--- src/hw/rtl/itsp_pkg.sv ---
// shared types and constants for the iso time string parser
// no dependencies
`default_nettype none

package itsp_pkg;

  // one input transaction: a text byte or the end marker
  typedef struct packed {
    logic [7:0] text_byte;
    logic       string_end;
  } in_t;

  // one result transaction
  typedef struct packed {
    logic [1:0] parse_status;
    logic [4:0] hour;
    logic [5:0] minute;
    logic [5:0] second;
    logic [9:0] millisecond;
    logic [9:0] microsecond;
    logic [9:0] nanosecond;
  } res_t;

  // classified byte handed from front to back
  typedef struct packed {
    logic       is_end;
    logic       is_digit;
    logic [3:0] digit;
    logic       is_colon;
    logic       is_sep;
    logic       is_zone;
    logic       is_marker;
  } cls_t;

  localparam logic [7:0] CH_ZERO  = 8'h30;
  localparam logic [7:0] CH_NINE  = 8'h39;
  localparam logic [7:0] CH_COLON = 8'h3A;
  localparam logic [7:0] CH_DOT   = 8'h2E;
  localparam logic [7:0] CH_COMMA = 8'h2C;
  localparam logic [7:0] CH_T_UP  = 8'h54;
  localparam logic [7:0] CH_T_LO  = 8'h74;
  localparam logic [7:0] CH_Z_UP  = 8'h5A;
  localparam logic [7:0] CH_Z_LO  = 8'h7A;

  localparam logic [3:0] PH_HOUR0   = 4'd0;
  localparam logic [3:0] PH_HOUR1   = 4'd1;
  localparam logic [3:0] PH_HOUR_SEP = 4'd2;
  localparam logic [3:0] PH_MIN0    = 4'd3;
  localparam logic [3:0] PH_MIN1    = 4'd4;
  localparam logic [3:0] PH_MIN_SEP = 4'd5;
  localparam logic [3:0] PH_SEC0    = 4'd6;
  localparam logic [3:0] PH_SEC1    = 4'd7;
  localparam logic [3:0] PH_SEC_SEP = 4'd8;
  localparam logic [3:0] PH_FRAC    = 4'd9;
  localparam logic [3:0] PH_DONE_OK = 4'd10;
  localparam logic [3:0] PH_NO_HOUR = 4'd11;
  localparam logic [3:0] PH_ZONE    = 4'd12;

  localparam logic [1:0] ST_OK      = 2'd0;
  localparam logic [1:0] ST_NO_HOUR = 2'd1;
  localparam logic [1:0] ST_ZONE    = 2'd2;
  localparam logic [1:0] ST_RANGE   = 2'd3;

  localparam logic [6:0] MAX_HOUR    = 7'd23;
  localparam logic [6:0] MAX_MIN_SEC = 7'd59;
  localparam logic [3:0] FRAC_DIGITS = 4'd9;

endpackage

`default_nettype wire

--- src/hw/rtl/itsp_fifo.sv ---
// small register queue used between the parser stages
// no dependencies
`default_nettype none

module itsp_fifo #(
  parameter int WIDTH = 8,
  parameter int DEPTH = 4
) (
  input  wire logic             clk,
  input  wire logic             rst_n,
  input  wire logic             push,
  input  wire logic [WIDTH-1:0] wdata,
  output logic                  full,
  input  wire logic             pop,
  output logic [WIDTH-1:0]      rdata,
  output logic                  empty
);

  localparam int PW = (DEPTH > 1) ? $clog2(DEPTH) : 1;
  localparam int CW = $clog2(DEPTH + 1);

  logic [WIDTH-1:0] mem_r [DEPTH];
  logic [PW-1:0]    wr_ptr_r, wr_ptr_nxt;
  logic [PW-1:0]    rd_ptr_r, rd_ptr_nxt;
  logic [CW-1:0]    cnt_r, cnt_nxt;
  logic             do_push, do_pop;

  function automatic logic [PW-1:0] ptr_inc(input logic [PW-1:0] p);
    if (p == PW'(DEPTH - 1)) begin
      return '0;
    end
    return p + PW'(1);
  endfunction

  assign full    = (cnt_r == CW'(DEPTH));
  assign empty   = (cnt_r == '0);
  assign do_push = push && !full;
  assign do_pop  = pop && !empty;
  assign rdata   = mem_r[rd_ptr_r];

  always_comb begin
    wr_ptr_nxt = do_push ? ptr_inc(wr_ptr_r) : wr_ptr_r;
    rd_ptr_nxt = do_pop ? ptr_inc(rd_ptr_r) : rd_ptr_r;
    cnt_nxt    = cnt_r;
    if (do_push && !do_pop) begin
      cnt_nxt = cnt_r + CW'(1);
    end else if (do_pop && !do_push) begin
      cnt_nxt = cnt_r - CW'(1);
    end
  end

  always_ff @(posedge clk) begin
    if (!rst_n) begin
      wr_ptr_r <= '0;
      rd_ptr_r <= '0;
      cnt_r    <= '0;
    end else begin
      wr_ptr_r <= wr_ptr_nxt;
      rd_ptr_r <= rd_ptr_nxt;
      cnt_r    <= cnt_nxt;
    end
  end

  always_ff @(posedge clk) begin
    if (do_push) begin
      mem_r[wr_ptr_r] <= wdata;
    end
  end

endmodule

`default_nettype wire

--- src/hw/rtl/itsp_front.sv ---
// front end: accepts input transactions, classifies each byte, queues it
// depends on itsp_pkg and itsp_fifo
`default_nettype none

module itsp_front
  import itsp_pkg::*;
#(
  parameter int DEPTH = 4
) (
  input  wire logic clk,
  input  wire logic rst_n,
  input  wire logic in_push,
  input  wire in_t  in_item,
  output logic      in_full,
  output cls_t      cls_item,
  output logic      cls_empty,
  input  wire logic cls_pop
);

  cls_t       cls_in;
  logic [7:0] b;

  assign b = in_item.text_byte;

  // an end item classifies like a zero byte
  always_comb begin
    cls_in           = '0;
    cls_in.is_end    = in_item.string_end;
    if (!in_item.string_end) begin
      cls_in.is_digit  = (b >= CH_ZERO) && (b <= CH_NINE);
      cls_in.digit     = cls_in.is_digit ? b[3:0] : 4'd0;
      cls_in.is_colon  = (b == CH_COLON);
      cls_in.is_sep    = (b == CH_DOT) || (b == CH_COMMA);
      cls_in.is_zone   = (b == CH_Z_UP) || (b == CH_Z_LO);
      cls_in.is_marker = (b == CH_T_UP) || (b == CH_T_LO);
    end
  end

  itsp_fifo #(
    .WIDTH ($bits(cls_t)),
    .DEPTH (DEPTH)
  ) u_cls_q (
    .clk   (clk),
    .rst_n (rst_n),
    .push  (in_push),
    .wdata (cls_in),
    .full  (in_full),
    .pop   (cls_pop),
    .rdata (cls_item),
    .empty (cls_empty)
  );

endmodule

`default_nettype wire

--- src/hw/rtl/itsp_back.sv ---
// back end: parse state machine, end-of-string snapshot, result formatting
// depends on itsp_pkg and itsp_fifo
`default_nettype none

module itsp_back
  import itsp_pkg::*;
#(
  parameter int DEPTH = 2
) (
  input  wire logic clk,
  input  wire logic rst_n,
  input  wire cls_t cls_item,
  input  wire logic cls_empty,
  output logic      cls_pop,
  output res_t      out_item,
  output logic      out_empty,
  input  wire logic out_pop
);

  logic        seen_r, seen_nxt;
  logic [3:0]  phase_r, phase_nxt;
  logic [6:0]  hour_r, hour_nxt;
  logic [6:0]  min_r, min_nxt;
  logic [6:0]  sec_r, sec_nxt;
  logic [35:0] frac_r, frac_nxt;
  logic [3:0]  fcnt_r, fcnt_nxt;

  logic        snap_vld_r, snap_vld_nxt;
  logic [3:0]  snap_phase_r;
  logic [6:0]  snap_hour_r, snap_min_r, snap_sec_r;
  logic [35:0] snap_frac_r;

  logic        take, snap_free, out_full, res_push, do_snap;
  logic [6:0]  d_x10;
  res_t        res;

  function automatic logic [9:0] frac_group(input logic [11:0] bcd);
    logic [9:0] d0, d1, d2;
    d0 = {6'd0, bcd[11:8]};
    d1 = {6'd0, bcd[7:4]};
    d2 = {6'd0, bcd[3:0]};
    return d0 * 10'd100 + d1 * 10'd10 + d2;
  endfunction

  // phase reached by feeding an end item (never a digit, marker or zone)
  function automatic logic [3:0] phase_nxt_pre(input logic [3:0] ph, input cls_t c);
    logic [3:0] p;
    p = ph;
    if (c.is_end) begin
      if (ph == PH_HOUR0 || ph == PH_HOUR1) begin
        p = PH_NO_HOUR;
      end else if (ph <= PH_FRAC) begin
        p = PH_DONE_OK;
      end
    end
    return p;
  endfunction

  assign snap_free = !snap_vld_r || !out_full;
  assign take      = !cls_empty && (!cls_item.is_end || snap_free);
  assign cls_pop   = take;
  assign do_snap   = take && cls_item.is_end;
  assign d_x10     = {cls_item.digit, 3'b000} + {2'b00, cls_item.digit, 1'b0};

  always_comb begin
    seen_nxt  = seen_r;
    phase_nxt = phase_r;
    hour_nxt  = hour_r;
    min_nxt   = min_r;
    sec_nxt   = sec_r;
    frac_nxt  = frac_r;
    fcnt_nxt  = fcnt_r;
    if (take) begin
      if (!seen_r && cls_item.is_marker) begin
        // first time marker restarts the parse
        seen_nxt  = 1'b1;
        phase_nxt = PH_HOUR0;
        hour_nxt  = '0;
        min_nxt   = '0;
        sec_nxt   = '0;
        frac_nxt  = '0;
        fcnt_nxt  = '0;
      end else begin
        unique case (phase_r)
          PH_HOUR0: begin
            if (cls_item.is_digit) begin
              hour_nxt  = d_x10;
              phase_nxt = PH_HOUR1;
            end else begin
              hour_nxt  = '0;
              phase_nxt = PH_NO_HOUR;
            end
          end
          PH_HOUR1: begin
            if (cls_item.is_digit) begin
              hour_nxt  = hour_r + {3'd0, cls_item.digit};
              phase_nxt = PH_HOUR_SEP;
            end else begin
              hour_nxt  = '0;
              phase_nxt = PH_NO_HOUR;
            end
          end
          PH_HOUR_SEP, PH_MIN0: begin
            if (phase_r == PH_HOUR_SEP && cls_item.is_colon) begin
              phase_nxt = PH_MIN0;
            end else if (cls_item.is_digit) begin
              min_nxt   = d_x10;
              phase_nxt = PH_MIN1;
            end else begin
              phase_nxt = cls_item.is_zone ? PH_ZONE : PH_DONE_OK;
            end
          end
          PH_MIN1: begin
            if (cls_item.is_digit) begin
              min_nxt   = min_r + {3'd0, cls_item.digit};
              phase_nxt = PH_MIN_SEP;
            end else begin
              // half a pair counts as absent
              min_nxt   = '0;
              phase_nxt = PH_DONE_OK;
            end
          end
          PH_MIN_SEP, PH_SEC0: begin
            if (phase_r == PH_MIN_SEP && cls_item.is_colon) begin
              phase_nxt = PH_SEC0;
            end else if (cls_item.is_digit) begin
              sec_nxt   = d_x10;
              phase_nxt = PH_SEC1;
            end else begin
              phase_nxt = cls_item.is_zone ? PH_ZONE : PH_DONE_OK;
            end
          end
          PH_SEC1: begin
            if (cls_item.is_digit) begin
              sec_nxt   = sec_r + {3'd0, cls_item.digit};
              phase_nxt = PH_SEC_SEP;
            end else begin
              sec_nxt   = '0;
              phase_nxt = PH_DONE_OK;
            end
          end
          PH_SEC_SEP: begin
            if (cls_item.is_sep) begin
              phase_nxt = PH_FRAC;
            end else begin
              phase_nxt = cls_item.is_zone ? PH_ZONE : PH_DONE_OK;
            end
          end
          PH_FRAC: begin
            if (cls_item.is_digit) begin
              if (fcnt_r < FRAC_DIGITS) begin
                // first fraction digit lands in the top nibble
                for (int i = 0; i < 9; i++) begin
                  if (fcnt_r == 4'(i)) begin
                    frac_nxt[4*(8-i) +: 4] = cls_item.digit;
                  end
                end
                fcnt_nxt = fcnt_r + 4'd1;
              end
            end else begin
              phase_nxt = cls_item.is_zone ? PH_ZONE : PH_DONE_OK;
            end
          end
          default: begin
          end
        endcase
      end
      if (cls_item.is_end) begin
        seen_nxt  = 1'b0;
        phase_nxt = PH_HOUR0;
        hour_nxt  = '0;
        min_nxt   = '0;
        sec_nxt   = '0;
        frac_nxt  = '0;
        fcnt_nxt  = '0;
      end
    end
  end

  // snapshot takes the state as it stands after the end item
  assign snap_vld_nxt = (snap_vld_r && out_full) || do_snap;

  always_ff @(posedge clk) begin
    if (!rst_n) begin
      seen_r     <= 1'b0;
      phase_r    <= PH_HOUR0;
      hour_r     <= '0;
      min_r      <= '0;
      sec_r      <= '0;
      frac_r     <= '0;
      fcnt_r     <= '0;
      snap_vld_r <= 1'b0;
    end else begin
      seen_r     <= seen_nxt;
      phase_r    <= phase_nxt;
      hour_r     <= hour_nxt;
      min_r      <= min_nxt;
      sec_r      <= sec_nxt;
      frac_r     <= frac_nxt;
      fcnt_r     <= fcnt_nxt;
      snap_vld_r <= snap_vld_nxt;
    end
  end

  // end handling moves the pre-reset values; the end item itself forces any
  // running phase to a stop, which the same case logic already did
  always_ff @(posedge clk) begin
    if (do_snap) begin
      snap_phase_r <= phase_nxt_pre(phase_r, cls_item);
      snap_hour_r  <= (phase_r == PH_HOUR1) ? 7'd0 : hour_r;
      snap_min_r   <= (phase_r == PH_MIN1) ? 7'd0 : min_r;
      snap_sec_r   <= (phase_r == PH_SEC1) ? 7'd0 : sec_r;
      snap_frac_r  <= frac_r;
    end
  end

  always_comb begin
    res = '0;
    if (snap_phase_r == PH_NO_HOUR || snap_phase_r < PH_HOUR_SEP) begin
      res.parse_status = ST_NO_HOUR;
    end else if (snap_phase_r == PH_ZONE) begin
      res.parse_status = ST_ZONE;
    end else if (snap_hour_r > MAX_HOUR || snap_min_r > MAX_MIN_SEC ||
                 snap_sec_r > MAX_MIN_SEC) begin
      res.parse_status = ST_RANGE;
    end else begin
      res.parse_status = ST_OK;
      res.hour         = snap_hour_r[4:0];
      res.minute       = snap_min_r[5:0];
      res.second       = snap_sec_r[5:0];
      res.millisecond  = frac_group(snap_frac_r[35:24]);
      res.microsecond  = frac_group(snap_frac_r[23:12]);
      res.nanosecond   = frac_group(snap_frac_r[11:0]);
    end
  end

  assign res_push = snap_vld_r && !out_full;

  itsp_fifo #(
    .WIDTH ($bits(res_t)),
    .DEPTH (DEPTH)
  ) u_res_q (
    .clk   (clk),
    .rst_n (rst_n),
    .push  (res_push),
    .wdata (res),
    .full  (out_full),
    .pop   (out_pop),
    .rdata (out_item),
    .empty (out_empty)
  );

endmodule

`default_nettype wire

--- src/hw/rtl/iso_time_string_parser.sv ---
// iso 8601 time-of-day parser, one text byte per transaction
// throughput: one byte or end transaction per clock while neither queue is full
// a result shows on the out ports after its end transaction passes the byte queue, the
// snapshot register and the result queue in that order, and can be popped from there
// reset: synchronous active-low rst_n empties both queues and returns the parse to its start
// depends on itsp_pkg, itsp_front, itsp_back
`default_nettype none

module iso_time_string_parser
  import itsp_pkg::*;
#(
  parameter int CLS_DEPTH = 4,
  parameter int RES_DEPTH = 2
) (
  input  wire logic clk,
  input  wire logic rst_n,
  input  wire logic in_push,
  input  wire in_t  in_item,
  output logic      in_full,
  output logic      out_empty,
  input  wire logic out_pop,
  output res_t      out_item
);

  cls_t cls_item;
  logic cls_empty;
  logic cls_pop;

  itsp_front #(
    .DEPTH (CLS_DEPTH)
  ) u_front (
    .clk       (clk),
    .rst_n     (rst_n),
    .in_push   (in_push),
    .in_item   (in_item),
    .in_full   (in_full),
    .cls_item  (cls_item),
    .cls_empty (cls_empty),
    .cls_pop   (cls_pop)
  );

  itsp_back #(
    .DEPTH (RES_DEPTH)
  ) u_back (
    .clk       (clk),
    .rst_n     (rst_n),
    .cls_item  (cls_item),
    .cls_empty (cls_empty),
    .cls_pop   (cls_pop),
    .out_item  (out_item),
    .out_empty (out_empty),
    .out_pop   (out_pop)
  );

endmodule

`default_nettype wire

--- config.mk ---
export PLATFORM = sky130hd
export DESIGN_NAME = iso_time_string_parser
export DESIGN_NICKNAME = d
export VERILOG_FILES = /design/src/hw/rtl/itsp_pkg.sv /design/src/hw/rtl/itsp_fifo.sv /design/src/hw/rtl/itsp_front.sv /design/src/hw/rtl/itsp_back.sv /design/src/hw/rtl/iso_time_string_parser.sv
export SDC_FILE = /design/constraint.sdc
export NUM_CORES = 1
export LEC_CHECK = 0
export BUFFER_PORTS_ARGS = -buffer_cell sky130_fd_sc_hd__buf_2
export CORE_AREA = 5 5 181 183
export DETAILED_ROUTE_END_ITERATION = 10
export DIE_AREA = 0 0 186 188
export MAX_ROUTING_LAYER = met4
export PLACE_DENSITY = 0.72
export SLEW_MARGIN = 20
export SYNTH_ARGS = -nofsm -noshare
export SYNTH_HDL_FRONTEND = slang
export SYNTH_SLANG_ARGS = --single-unit
--- constraint.sdc ---
create_clock -name clk -period 6.5 [get_ports clk]
set_input_delay 0.325 -clock clk [delete_from_list [all_inputs] [get_ports clk]]
set_output_delay 0.325 -clock clk [all_outputs]
set_load 0.02 [all_outputs]
==> impl_metrics.yaml <==
outcome:
  status: "complete, no violations"
logic_synthesis:
  synth_area_leaders: "edfxtp_1 (44%), dfxtp_1 (12%), ha_1 (8.6%)"
  synth-seq-area-share_pct: 55.6
  async_reset_ff_share_pct: 0
  synth_cell_types: 73
  synthMostInstantiatedCell: "edfxtp_1"
  synth-seq-cells: 280
  synthFlopType: "edfxtp_1"
  syn_area_mm2: 0.0137
  syn_nets: 1228
  avgSynthCellArea_um2: 12.4
  yosysTopAreaCell: "edfxtp_1"
  ys_warn_count: 0
  synth.top_cell.area_share_pct: 43.8
  synth_edf_count: 199
  netlist_instances: 1101
  yosys-top-cells-count: "edfxtp_1 (199), ha_1 (94), dfxtp_1 (81), nor2_1 (65), and2_1 (63)"
drt:
  first_iter_violations: 596
  wl_per_cell_um: 16.2
  drc: 0
  firstDrtPassIters: 5
  dr_total_vias: 8468
  via_per_inst: 5.32
  drt_wl_total_um: 25700
  postRouteAntennaNets: 0
grt:
  grt_max_degree: 63
  grt_usage_pct: 15.3
  grt_first_pass_wirelength_um: 43100
  antenna_found_initial: 0
  grt_overflow: 0
  grt_pass1_vias: 8637
power_and_ir_drop:
  power_leakage_nw: 5.87
  p_total_mw: 7.90
  powerDensity_mw_per_mm2: 514
  ir_worst_vdd_uv: 256
timing:
  fmax_mhz: 294
  setup_violations: 0
  slew_headroom_pct: 44.3
  skew_ns: 0.0124
  rsz0062_at_grt: "no"
  fin_setup_tns_ns: 0
  fin_crit_sh_pct: 52.4
  timing.final.max_slew_violations: 0
  worst_pin_slew_ns: 0.835
  fin_crit_ns: 3.40
  fin_ws_ns: 3.10
  hold_viol: 0
  holdWs_ns: 0.191
floorplan:
  coreArea_mm2: 0.0311
  ioPinCount: 64
  fp.dieH_um: 188
  rows: 65
  dieArea_mm2: 0.0350
  die_w_um: 186
  start_util_pct: 44.0
critical_path:
  crit_arrival_ns: 3.76
  rr_startpoint: "u_back.snap_frac_r[17]"
  required_ns: 6.85
  worstSetupPathType: "flop to flop"
  cp_cell_sequence: "ha_1, ha_1, fa_1, ha_1, ha_1, inv_1, o21bai_1, a2111oi_0, nor3_1, nor3_1"
  crit_fanout: 2
  cp-end-kind: "flop"
  crit_path_start: "u_back.snap_frac_r[17]"
  r2r_cells: 10
  path_common_cell: "ha_1"
  startpoint_type: "flop"
  slowest_delay_ns: 0.60
  slowest_stage: "a2111oi_0"
placed_design:
  dp_cells: 1535
  dpl_worst_slack_ns: 3.16
  placed_cell_area_mm2: 0.0144
  place_hpwl_um: 17500
  gp_congestion: 0.925
  port_buffers: 63
clock_network:
  postCtsHoldBufs: 1
  clk_pin_slew_ns: 0.06
  clockRootBuffer: "clkbuf_16"
  cts_sinks: 280
  postCtsSetupBuffers: 0
  cts_tree: "done"
  cts_resized: 0
  cts_buffers: 30
  htreeDepth: 1
  worstSkewPairLatency_ns: 0.54
  ctsLongestPathBuffers: 3
hold_path:
  min-delay-start: "in_item[2]"
  hp-class: "input pin to flop"
  hold_depth: 2
layout:
  drive_gt1_share_pct: 16.3
  stdcell_area_mm2: 0.0154
  n_antenna_cell: 0
  stdcell_count: 1592
  nets: 1293
  area_growth_pct: 12.6
  fin_util_pct: 49.5
flow_run:
  cap_viol_max_count: 0
-- cell type report --
class | count | area (um2)
clock buffer | 43 | 872
clock inverter | 13 | 128
fill | 2690 | 15700
inverter | 57 | 214
multi-input combinational | 727 | 5700
sequential | 280 | 7600
tap | 402 | 503
timing repair buffer | 70 | 370
-- path summary, 6_finish.rpt --
| kind | end | slack (ns) |
|---|---|---|
| worst max-delay path | u_back.u_res_q.mem_r[0][19] | 3.10 |
| worst min-delay path | u_front.u_cls_q.mem_r[0][0] | 0.19 |
| worst max register to register | u_back.u_res_q.mem_r[0][19] | 3.10 |
| worst min register to register | u_back.snap_frac_r[14] | 0.43 |
-- power breakdown --
group | total (mW) | switching (mW) | leakage, nW | internal (mW)
logic | 3.61 | 2.11 | 2.88 | 1.51
registers | 2.59 | 0.221 | 2.49 | 2.37
clock network | 1.70 | 0.686 | 0.495 | 1.01
total | 7.90 | 3.02 | 5.87 | 4.89
-- registers in the layout, summed over array words and instances (netlist names), 3 cells and up, named ones only --
| register | flops |
|---|---|
| u_back.fcnt_r | 4 |
| u_front.u_cls_q.mem_r | 40 |
| u_front.u_cls_q.cnt_r | 3 |
| u_back.snap_frac_r | 36 |
| u_back.snap_min_r | 7 |
| u_back.snap_phase_r | 4 |
| u_back.frac_r | 36 |
| u_back.snap_hour_r | 7 |
| u_back.u_res_q.mem_r | 98 |
| u_back.phase_r | 4 |
| u_back.snap_sec_r | 7 |
| u_back.hour_r | 7 |
| u_back.sec_r | 7 |
| u_back.min_r | 7 |
-- worst max-delay path: cells and delay by family (launching register included) --
family	cells	cell delay, ns
flip-flops	1	0.42
AND/OR/NAND/NOR	2	0.41
AO/OA/AOI/OAI	2	0.69
buffers and inverters	1	0.09
adder cells (fa/ha/maj)	5	1.60
-- cells in the final DEF, fill, tap and decap left out, types with 25 or more instances in the layout --
master     netlist  final
edfxtp_1       199    199
clkbuf_16        0     32
xnor2_1         25     25
nand2_1         59     59
inv_1           54     54
buf_2            4     63
a21oi_1         51     51
nor2_1          65     64
dfxtp_1         81     80
mux2_2          50     50
ha_1            94     94
and2_1          63     62
o21ai_0         47     47
nand3_1         42     42
-- cells by family after synthesis --
group / synth area share, %
compound gates: 9.11
mux: 6.43
xor+xnor: 3.14
flops: 55.6
fa+ha+maj: 11.5
simple gates: 11.4
buf+inv: 2.76
-- metal layers --
| layer | wire length, um | GRT usage [%] | vias up | share of wire [%] |
|---|---|---|---|---|
| met5 | 0 | - | - | 0 |
| met3 | 1240 | 2.39 | 38 | 4.8 |
| met4 | 440 | 3.56 | 0 | 1.7 |
| met1 | 11400 | 19.2 | 4077 | 44 |
| li1 | - | - | 4165 | - |
| met2 | 12600 | 26.0 | 188 | 49 |
(Power assumes the default switching activity.)
